## config.mk

```make
export PLATFORM = sky130hd
export DESIGN_NAME = shell_sort_engine_flat
export DESIGN_NICKNAME = d
export VERILOG_FILES = /design/src/sse_pkg.sv /design/src/sse_if.sv /design/src/sse_gap_gen.sv /design/src/shell_sort_engine.sv /design/src/flat_wrapper.sv
export SDC_FILE = /design/constraint.sdc
export NUM_CORES = 2
export LEC_CHECK = 0
export BUFFER_PORTS_ARGS = -buffer_cell sky130_fd_sc_hd__buf_4
export CAP_MARGIN = 20
export CORE_ASPECT_RATIO = 1.5
export CORE_MARGIN = 2
export CORE_UTILIZATION = 55
export CTS_CLUSTER_DIAMETER = 150
export DETAILED_ROUTE_END_ITERATION = 7
export MAX_ROUTING_LAYER = met4
export PLACE_DENSITY = 0.83
export SETUP_SLACK_MARGIN = 0.5
export SLEW_MARGIN = 30
export SYNTH_ARGS = -nofsm -noshare
export SYNTH_HDL_FRONTEND = slang
export SYNTH_SLANG_ARGS = --single-unit
```

## constraint.sdc

```tcl
create_clock -name clk -period 5.4 [get_ports clk]
set_clock_uncertainty 0.2 [all_clocks]
set_input_delay 0.54 -clock clk [delete_from_list [all_inputs] [get_ports clk]]
set_output_delay 0.54 -clock clk [all_outputs]
set_load 0.01 [all_outputs]
```

## src/sse_pkg.sv

```systemverilog
`default_nettype none
package sse_pkg;
  localparam logic [1:0] GAP_HALVING = 2'd0;
  localparam logic [1:0] GAP_POW2M1  = 2'd1;
  localparam logic [1:0] GAP_FIB     = 2'd2;
  localparam logic [1:0] REG_GAP_MODE = 2'd0;
endpackage
`default_nettype wire

```

## src/sse_if.sv

```systemverilog
`default_nettype none
interface sse_in_if;
  logic        valid;
  logic        ready;
  logic [31:0] value;
  logic        last;
  modport source (output valid, output value, output last, input ready);
  modport sink (input valid, input value, input last, output ready);
endinterface

interface sse_out_if;
  logic        valid;
  logic        ready;
  logic [31:0] sorted_value;
  logic        final_res;
  logic        overflow;
  modport source (output valid, output sorted_value, output final_res, output overflow,
                  input ready);
  modport sink (input valid, input sorted_value, input final_res, input overflow,
                output ready);
endinterface
`default_nettype wire

```

## src/sse_gap_gen.sv

```systemverilog
`default_nettype none
// Produces the gap sequence in descending order, one step per request.
module sse_gap_gen
  import sse_pkg::*;
#(
  parameter int CW = 7
) (
  input  wire logic          clk,
  input  wire logic          rst,
  input  wire logic          start,
  input  wire logic          step,
  input  wire logic [1:0]    mode,
  input  wire logic [CW-1:0] n,
  output logic      [CW-1:0] gap,
  output logic               busy
);
  logic [CW:0] a, b;      // fib pair: a = current gap, b = next larger
  logic [CW:0] up_a, up_b;
  logic        climbing;
  logic [CW:0] cur;

  // Climb to the largest term below n (halving mode starts at n/2), then walk down.
  always_ff @(posedge clk) begin
    if (rst) begin
      climbing <= 1'b0;
      busy     <= 1'b0;
    end else if (start) begin
      unique case (mode)
        GAP_POW2M1, GAP_FIB: begin
          cur      <= {{CW{1'b0}}, 1'b1};
          a        <= {{CW{1'b0}}, 1'b1};
          b        <= (CW+1)'(2);
          climbing <= (n > 1);
          busy     <= 1'b0;
        end
        default: begin
          cur      <= {1'b0, n} >> 1;
          climbing <= 1'b0;
          busy     <= (n > 1);
        end
      endcase
    end else if (climbing) begin
      if (mode == GAP_POW2M1) begin
        if (((cur << 1) | 1'b1) < {1'b0, n}) cur <= (cur << 1) | 1'b1;
        else begin
          climbing <= 1'b0;
          busy     <= 1'b1;
        end
      end else begin
        if (b < {1'b0, n}) begin
          a   <= b;
          b   <= up_b;
          cur <= b;
        end else begin
          climbing <= 1'b0;
          busy     <= 1'b1;
        end
      end
    end else if (busy && step) begin
      if (cur == 1) busy <= 1'b0;
      else if (mode == GAP_POW2M1) cur <= cur >> 1;
      else if (mode == GAP_FIB) begin
        cur <= up_a;
        a   <= up_a;
        b   <= a;
      end else cur <= cur >> 1;
    end
  end

  always_comb begin
    up_b = a + b;
    // previous fib: b - a gives the term before a (sequence 1,2,3,5,...)
    up_a = (a == 2) ? (CW+1)'(1) : (b - a);
  end

  assign gap = cur[CW-1:0];
endmodule
`default_nettype wire

```

## src/shell_sort_engine.sv

```systemverilog
// Channel | dir | fields
// in_ch   | in  | value[31:0] signed, last
// out_ch  | out | sorted_value[31:0] signed, final_res, overflow
// apb     | in  | gap_mode at 0x0
// Loading takes one transaction per cycle. Emitting each result takes an address state, then
// a registered read-data state, and waits while the receiver holds off.
// Sorting uses one shared compare unit: per gap, each element passes S_IOUT, S_RDTMP, S_TMP,
// S_RDJ, S_CMP, S_PUT; each shift repeats S_RDJ, S_CMP; a gap change adds S_IOUT, S_GWAIT.
// rst is synchronous; store contents are undefined after reset.
// Input is not ready from the last transaction of a set until its final result is registered.
`default_nettype none
module shell_sort_engine
  import sse_pkg::*;
#(
  parameter int MAX_ELEMS = 64
) (
  input  wire logic    clk,
  input  wire logic    rst,
  sse_in_if.sink       in_ch,
  sse_out_if.source    out_ch,
  input  wire logic    psel,
  input  wire logic    penable,
  input  wire logic    pwrite,
  input  wire logic [1:0]  paddr,
  input  wire logic [31:0] pwdata,
  output logic [31:0]  prdata,
  output logic         pready
);
  localparam int AW = $clog2(MAX_ELEMS);
  localparam int CW = $clog2(MAX_ELEMS + 1);

  localparam logic [3:0] S_LOAD = 4'd0, S_GSTART = 4'd1, S_GWAIT = 4'd2,
                         S_IOUT = 4'd3, S_RDTMP = 4'd4, S_TMP = 4'd5,
                         S_RDJ = 4'd6, S_CMP = 4'd7, S_PUT = 4'd8,
                         S_EMRD = 4'd9, S_EMIT = 4'd10;

  logic [3:0]    state;
  logic [1:0]    gap_mode;
  logic [31:0]   mem [MAX_ELEMS];
  logic [31:0]   rdata;
  logic [CW-1:0] count, i, j;
  logic          dropped;
  logic [31:0]   tmp;
  logic          we;
  logic [AW-1:0] waddr, raddr;
  logic [31:0]   wdata;
  logic          g_start, g_step, g_busy;
  logic [CW-1:0] gap;
  logic          in_acc, out_acc;

  assign pready = 1'b1;
  assign prdata = {30'd0, gap_mode};

  // Configuration register
  always_ff @(posedge clk) begin
    if (rst) gap_mode <= GAP_HALVING;
    else if (psel && penable && pwrite && paddr == REG_GAP_MODE) gap_mode <= pwdata[1:0];
  end

  sse_gap_gen #(.CW(CW)) u_gap (
    .clk, .rst, .start(g_start), .step(g_step), .mode(gap_mode), .n(count),
    .gap, .busy(g_busy)
  );

  // Element store
  always_ff @(posedge clk) begin
    if (we) mem[waddr] <= wdata;
    rdata <= mem[raddr];
  end

  assign in_ch.ready = (state == S_LOAD);
  assign in_acc = in_ch.valid && in_ch.ready;
  assign out_acc = out_ch.valid && out_ch.ready;
  assign g_start = (state == S_GSTART);
  assign g_step = (state == S_IOUT) && (i >= count);

  // Memory port muxing
  always_comb begin
    we = 1'b0;
    waddr = count[AW-1:0];
    wdata = in_ch.value;
    raddr = i[AW-1:0];
    unique case (state)
      S_LOAD: we = in_acc && (count < CW'(MAX_ELEMS));
      S_RDJ: raddr = AW'(j - gap);
      S_CMP: begin
        waddr = j[AW-1:0];
        wdata = rdata;
        we = (j >= gap) && ($signed(rdata) > $signed(tmp));
      end
      S_PUT: begin
        waddr = j[AW-1:0];
        wdata = tmp;
        we = 1'b1;
      end
      default: ;
    endcase
  end

  // Sequencer
  always_ff @(posedge clk) begin
    if (rst) begin
      state <= S_LOAD;
      count <= '0;
      dropped <= 1'b0;
      out_ch.valid <= 1'b0;
    end else begin
      unique case (state)
        S_LOAD: if (in_acc) begin
          if (count < CW'(MAX_ELEMS)) count <= count + 1'b1;
          else dropped <= 1'b1;
          if (in_ch.last) state <= S_GSTART;
        end
        S_GSTART: state <= S_GWAIT;
        // A set of one element has no gaps; otherwise wait for the generator to settle
        S_GWAIT: if (g_busy || count <= CW'(1)) begin
          i <= g_busy ? gap : '0;
          state <= g_busy ? S_IOUT : S_EMRD;
        end
        S_IOUT: begin
          if (i < count) state <= S_RDTMP;
          else if (g_busy && gap != 1) begin
            state <= S_GWAIT;
          end else begin
            i <= '0;
            state <= S_EMRD;
          end
        end
        S_RDTMP: state <= S_TMP;
        S_TMP: begin
          tmp <= rdata;
          j <= i;
          state <= S_RDJ;
        end
        S_RDJ: state <= (j >= gap) ? S_CMP : S_PUT;
        S_CMP: begin
          if (we) begin
            j <= j - gap;
            state <= S_RDJ;
          end else state <= S_PUT;
        end
        S_PUT: begin
          i <= i + 1'b1;
          state <= S_IOUT;
        end
        S_EMRD: begin
          if (!out_ch.valid || out_acc) begin
            state <= S_EMIT;
          end
        end
        S_EMIT: begin
          out_ch.valid <= 1'b1;
          out_ch.sorted_value <= rdata;
          out_ch.final_res <= (i + 1'b1 == count);
          out_ch.overflow <= dropped;
          if (i + 1'b1 == count) begin
            count <= '0;
            dropped <= 1'b0;
            state <= S_LOAD;
          end else begin
            i <= i + 1'b1;
            state <= S_EMRD;
          end
        end
        default: state <= S_LOAD;
      endcase
      if (out_acc && state != S_EMIT) out_ch.valid <= 1'b0;
    end
  end

  // Checks
  a_no_in_when_sorting: assert property (@(posedge clk) disable iff (rst)
    (state != S_LOAD) |-> !in_ch.ready) else $error("input ready outside load");
  a_count_cap: assert property (@(posedge clk) disable iff (rst)
    count <= CW'(MAX_ELEMS)) else $error("count beyond capacity");
  a_clear_after_final: assert property (@(posedge clk) disable iff (rst)
    (state == S_EMIT && i + 1'b1 == count) |=> (count == 0 && !dropped))
    else $error("set not cleared");
endmodule
`default_nettype wire

```

## src/flat_wrapper.sv

```systemverilog
// flat-port wrapper written by rule: the top's interface ports become plain ports
module shell_sort_engine_flat import sse_pkg::*;
#(
  parameter int MAX_ELEMS = 64
)
  (clk, rst, psel, penable, pwrite, paddr, pwdata, prdata, pready, in_ch_valid, in_ch_value, in_ch_last, in_ch_ready, out_ch_valid, out_ch_sorted_value, out_ch_final_res, out_ch_overflow, out_ch_ready);
  sse_in_if in_ch_i ();
  sse_out_if out_ch_i ();
  input  wire logic clk;
  input  wire logic rst;
  input  wire logic psel;
  input  wire logic penable;
  input  wire logic pwrite;
  input  wire logic [1:0] paddr;
  input  wire logic [31:0] pwdata;
  output logic [31:0] prdata;
  output logic pready;
  input wire logic [$bits(in_ch_i.valid)-1:0] in_ch_valid;
  input wire logic [$bits(in_ch_i.value)-1:0] in_ch_value;
  input wire logic [$bits(in_ch_i.last)-1:0] in_ch_last;
  output wire logic [$bits(in_ch_i.ready)-1:0] in_ch_ready;
  output wire logic [$bits(out_ch_i.valid)-1:0] out_ch_valid;
  output wire logic [$bits(out_ch_i.sorted_value)-1:0] out_ch_sorted_value;
  output wire logic [$bits(out_ch_i.final_res)-1:0] out_ch_final_res;
  output wire logic [$bits(out_ch_i.overflow)-1:0] out_ch_overflow;
  input wire logic [$bits(out_ch_i.ready)-1:0] out_ch_ready;
  assign in_ch_i.valid = in_ch_valid;
  assign in_ch_i.value = in_ch_value;
  assign in_ch_i.last = in_ch_last;
  assign in_ch_ready = in_ch_i.ready;
  assign out_ch_valid = out_ch_i.valid;
  assign out_ch_sorted_value = out_ch_i.sorted_value;
  assign out_ch_final_res = out_ch_i.final_res;
  assign out_ch_overflow = out_ch_i.overflow;
  assign out_ch_i.ready = out_ch_ready;
  shell_sort_engine #(.MAX_ELEMS(MAX_ELEMS)) u_core (.clk(clk), .rst(rst), .in_ch(in_ch_i), .out_ch(out_ch_i), .psel(psel), .penable(penable), .pwrite(pwrite), .paddr(paddr), .pwdata(pwdata), .prdata(prdata), .pready(pready));
endmodule
```

Yosys cells after proc, flatten, opt, wreduce, memory -nomap -nowiden:

Memories as Yosys holds them, arrays and structs flattened. A register that Yosys moved wholly into a read port is not among the register bits.
Cells that the tools add are included.

* memories kept: 1
* bits of input ports: 74
* output and inout bits: 69
* register bits after elaboration: 121
* bits in writable memories: 2048
* logic and storage cells: 178

Memories
* u_core.mem: words 64, bits a word 32, read ports 1, clocked after memory_dff 1, write ports 1, RTL line shell_sort_engine.sv:39 `logic [31:0] mem [MAX_ELEMS];`

* muxes and demuxes: 75
* reductions and logical operators: 35
* bitwise gates (word level): 1
* add/sub/neg operators: 5
* magnitude comparators: 9
* equality and inequality tests: 36

Operator list (count)
* 8-bit two-way mux: 27
* 32-bit one-hot mux with 2 select lines: 1
* 7-bit two-way mux: 9
* 4-bit one-hot mux with 11 select lines: 1
* 4-bit two-way mux: 10
* 32-bit greater-than comparator: 1
* 7-bit one-hot mux with 2 select lines: 2
* 7-bit one-hot mux with 4 select lines: 1
* 1-bit two-way mux: 19
* 6-bit two-way mux: 3
* 4-bit by 3-bit == test with 1-bit output, second input constant: 4
* 8-bit by 7-bit < comparator with 1-bit output: 2
* 2-bit != test, second input constant: 8
* 4-bit AND reduction: 4
* 7-bit by 1-bit adder with 7-bit output, second input constant: 2
* 7-bit greater-or-equal comparator: 2
* 4-bit == test, second input constant: 3
* 1-bit logical AND: 11
* 2-bit by 1-bit != test with 1-bit output, second input constant: 5
* 3-bit nonzero test: 3
* 8-bit adder: 1
* 4-bit by 2-bit == test with 1-bit output, second input constant: 2
* 8-bit by 1-bit == test with 1-bit output, second input constant: 1
* 8-bit by 2-bit == test with 1-bit output, second input constant: 1
* other kinds (32): 38

Depth between registers and ports, before layout:

* depth in word-level cells: 8
* depth in mapped cells: 13
* depth with buffers taken out: 12

By module:

Synthesis repeated with hierarchy kept, for this count alone.

* cell total of the unflattened synthesis: 5222
* area total of the unflattened synthesis: 87254.9 um2

By module, submodules not included
* shell_sort_engine: cells each 4967, times used 1, seq. area each 64842.2 um2, area each 84901.4 um2
* sse_gap_gen: cells each 255, times used 1, seq. area each 760.7 um2, area each 2353.5 um2

Worst setup path after synthesis:

Ideal clock, no wire load.

* path kind: flip-flop to flip-flop
* from: register u_core.j[1]
* to: memory u_core.mem[10][0], enable pin
* arrival: 4663 ps
* path slack: 76 ps
* path buffers: 1
* library setup time: 461 ps
* data required time: 4739 ps
* period minus slack after synthesis: 5324 ps
* cell stages (with the launch flop): 11
* path through: edfxtp_1 ha_1 nor2b_1 o221a_1 o21ai_1 a31o_2 a211o_1 a311oi_2 nor3_2 buf_2 nor3_1

* word-level cells in the longest chain between the ends: 5
* elaborated cells on any way between the ends: 6
* those cells by class: 1 x order compare; 4 x mux; 1 x reduce/logical

Ends and longest elaborated chain
* from (decl): RTL line shell_sort_engine.sv:41 `logic [CW-1:0] count, i, j;`
* from (signal assigned): RTL line shell_sort_engine.sv:132 `j <= i;`
* from (signal assigned): RTL line shell_sort_engine.sv:138 `j <= j - gap;`
* 7-bit greater-or-equal comparator: RTL line shell_sort_engine.sv:89 `we = (j >= gap) && ($signed(rdata) > $signed(tmp));`
* 1-bit logical AND: RTL line shell_sort_engine.sv:89
* 1-bit one-hot mux with 3 select lines: RTL line shell_sort_engine.sv:83 `unique case (state)`
* 1-bit two-way mux: RTL line shell_sort_engine.sv:67 `if (we) mem[waddr] <= wdata;`
* 1-bit two-way mux (implied by the code): RTL line shell_sort_engine.sv:67
* to (decl): RTL line shell_sort_engine.sv:39

Parallel ways exist; a longest one is shown, timed or not.

Final worst setup path:

* from: register u_core.state[1]
* to: register u_core.rdata[0] (read register of u_core.mem)

* word-level cells in the longest chain between the ends: 2

Ends and longest elaborated chain
* from (decl): RTL line shell_sort_engine.sv:37 `logic [3:0] state;`
* from (signal assigned): RTL line shell_sort_engine.sv:118 `state <= g_busy ? S_IOUT : S_EMRD;`
* from (signal assigned): RTL line shell_sort_engine.sv:135 `S_RDJ: state <= (j >= gap) ? S_CMP : S_PUT;`
* 4-bit by 3-bit == test with 1-bit output: RTL line shell_sort_engine.sv:83
* 6-bit two-way mux: RTL line shell_sort_engine.sv:83
* to (decl): RTL line shell_sort_engine.sv:40 `logic [31:0] rdata;`

No other way between the ends.
A chain may end at the register's enable or synchronous reset.

==> impl_metrics.csv <==
group,metric,value,unit
clocking,cts_tree,"done",
power,power.total,0.0331,W
clocking,clk_pin_slew,70,ps
global_routing,overflow,0,
clocking,post-cts-setup-buffers,0,
timing,hold_ws,253,ps
global_routing,antenna_found_initial,25,
detailed_routing,ant_nets,0,
timing,setup_slack,542,ps
placed_design,dp.cells,7850,
detailed_routing,via_per_inst,6.80,
synthesis,syn_avg_cell_area,15.2,um^2
clocking,cts_made_buffers,173,
timing,slew_headroom,27.8,%
setup_path,cp_slowest_cell,"mux2_8",
clocking,clkLatencyLatePin,840,ps
power,p_leak,32.2,nW
clocking,clockBufferDepth,3,
timing,post-route-min-period,4860,ps
floorplanning,rows,180,
synthesis,syn-cell-area,88400,um^2
setup_path,path_cells,"nand4bb_4 -> mux2_8 -> buf_12 -> mux4_2 -> a22oi_1 -> nand3b_1 -> and4_1",
finish,area_growth,11.6,%
setup_path,cp.required,5920,ps
global_routing,grt_pass1_vias,55000,
synthesis,synth_top_area_share,73.1,%
global_routing,grt_pass1_wl,350000,um
floorplanning,start_util,55.3,%
setup_path,worstSetupPathType,"register to register",
placed_design,portBuffers,81,
synthesis,synth.most_common_cell,"edfxtp_1",
synthesis,synth-main-ff-cell,"edfxtp_1",
timing,worst_pin_slew,1080,ps
synthesis,ys_seq_area_share,74.2,%
timing,setup_violations,0,
global_routing,grt_use_total,29.7,%
setup_path,cp_data_arrival_time,5380,ps
power,pwr_density_cell,335,nW/um^2
detailed_routing,drc,0,
placed_design,pre_cts_slack,729,ps
timing,fmaxAchievable,0.206,GHz
finish,instances_no_fill,8204,
setup_path,crit_buf_inv,1,
synthesis,ys_seq_elements,2201,
hold_path,hp-class,"register to register",
setup_path,max_stage_delay,880,ps
floorplanning,die_area,164000,um^2
timing,tns,0,ps
finish,fin_nets,6097,
detailed_routing,drt-wirelength-per-cell,29.5,um
run,max_cap_viol_count,0,
synthesis,synth-warning-count,0,
synthesis,yosys.cell_types.count,69,
synthesis,synth_edf_count,2152,
setup_path,start_kind,"register",
global_routing,grt_start_max_net_pins,125,
detailed_routing,vias,55800,
placed_design,dp_hpwl,142000,um
synthesis,synth_area_leaders,"edfxtp_1 73%, nand2_1 4.6%, mux4_2 3.4%",
detailed_routing,first_pass_iters,7,
clocking,root_buffer,"clkbuf_16",
timing,hold_viol_final,0,
floorplanning,die_x,331,um
timing,slew_viol_final,0,
setup_path,cp-end-kind,"register",
power,ir_drop,0.000376,V
clocking,clkSinkCount,2201,
floorplanning,ioPinCount,143,
setup_path,worstPathMaxFanout,48,
timing,rsz0062_at_grt,"no",
floorplanning,die_y,495,um
clocking,h-tree-depth,4,
finish,layout-drive-gt1-share,14.1,%
detailed_routing,drtIter0Drc,9264,
floorplanning,core,160000,um^2
synthesis,synth_top_area_cell,"edfxtp_1",
status,outcome,"finished, final reports clean",
setup_path,path_delay_family,"multiplexers",
placed_design,routabilityCongestion,0.936,
synthesis,synthCells,5822,
timing,period_share,90.0,%
detailed_routing,drt-total-wl,242000,um
synthesis,async_flop_share,0,%
synthesis,synthTopCellsByCount,"2152 x edfxtp_1, 1094 x nand2_1, 549 x a21oi_1",
==> path summary, 6_finish.rpt <==
kind	slack [ps]	start	to	cells past startpoint
setup / recovery	540	u_core.state[1]	u_core.rdata[0]	7
setup reg to reg	540	u_core.state[1]	u_core.rdata[0]	7
hold / removal	250	u_core.dropped	u_core.out_ch.overflow	0
hold reg to reg	250	u_core.dropped	u_core.out_ch.overflow	0
==> kinds of logic after synthesis <==
logic type               synth area share (%)
flip-flops                               74.2
multiplexers                             4.99
other                                 0.00850
buffers and inverters                    2.61
XOR/XNOR                                0.327
adder cells (fa/ha/maj)                  1.14
AND/OR/NAND/NOR                          6.98
AO/OA/AOI/OAI                            9.71
==> worst register-to-register path: stages (launching register included) <==
cell	delay, ps
dfxtp_1	820
nand4bb_4	570
mux2_8	900
buf_12	360
mux4_2	600
a22oi_1	470
nand3b_1	540
and4_1	330
==> registers in the layout, summed over array words and instances (netlist names), 7 cells and up <==
signal	count
u_core.count	7
u_core.i	7
u_core.j	7
u_core.mem	2048
u_core.out_ch.sorted_value	32
u_core.rdata	32
u_core.tmp	32
u_core.u_gap.a	8
u_core.u_gap.b	8
u_core.u_gap.cur	8
==> through the flow <==
stage	util [%]	instance area, um^2
6_report	61.7	98700
5_1_grt	61.7	98700
4_1_cts	61.6	98500
3_5_place_dp	58.0	92700
3_3_place_gp	58.0	92700
2_1_floorplan	-	88500
==> where the power goes <==
group,total [W],internal (W),switching (W)
registers,0.0190,0.0189,0.0000864
logic,0.00134,0.000326,0.00101
clock network,0.0127,0.00687,0.00588
==> placed cells by master, fill, tap and decap left out, types with 8 or more instances in the layout <==
master / count
a211oi_1: 15
a21o_1: 8
a21oi_1: 549
a221oi_1: 190
a22oi_1: 98
a31oi_1: 10
a32oi_1: 253
and4_1: 33
buf_12: 39
buf_4: 297
bufinv_16: 15
clkbuf_1: 36
clkbuf_16: 178
clkinv_1: 33
clkinv_2: 31
clkinvlp_4: 8
conb_1: 31
dfxtp_1: 49
diode_2: 25
dlygate4sd3_1: 10
edfxtp_1: 2152
ha_1: 76
inv_1: 73
mux2i_1: 138
mux4_2: 132
nand2_1: 1062
nand2_2: 15
nand2_4: 17
nand2b_1: 19
nand3_1: 31
nand3b_1: 35
nand4_1: 43
nor2_1: 64
nor2b_1: 8
nor3_1: 14
nor3_2: 65
o21ai_0: 105
xnor2_1: 28
==> layer usage <==
metal  wire length (um)  vias up  GRT usage (%)
li1                   -    22900              -
met1              75200    27300           33.2
met2             116000     4597           47.1
met3              30700     1003           7.37
met4              19600        0           21.2
met5                  0        -              -
==> cell type report <==
class	instances	area, um^2
Sequential cell	2201	65600
Fill cell	10400	61200
Multi-Input combinational cell	3146	21300
Clock buffer	220	4670
Timing Repair Buffer	349	3150
Tap cell	2093	2620
Clock inverter	97	943
Inverter	73	274
Antenna cell	25	62.6
==> what timing repair did <==
item	4_1_cts	5_1_grt
gates resized for setup	0	4
hold endpoints to repair	9	0
hold buffers	10	0
endpoints found under the setup margin	0	47
Note: power is estimated with default switching activity, not from simulation.
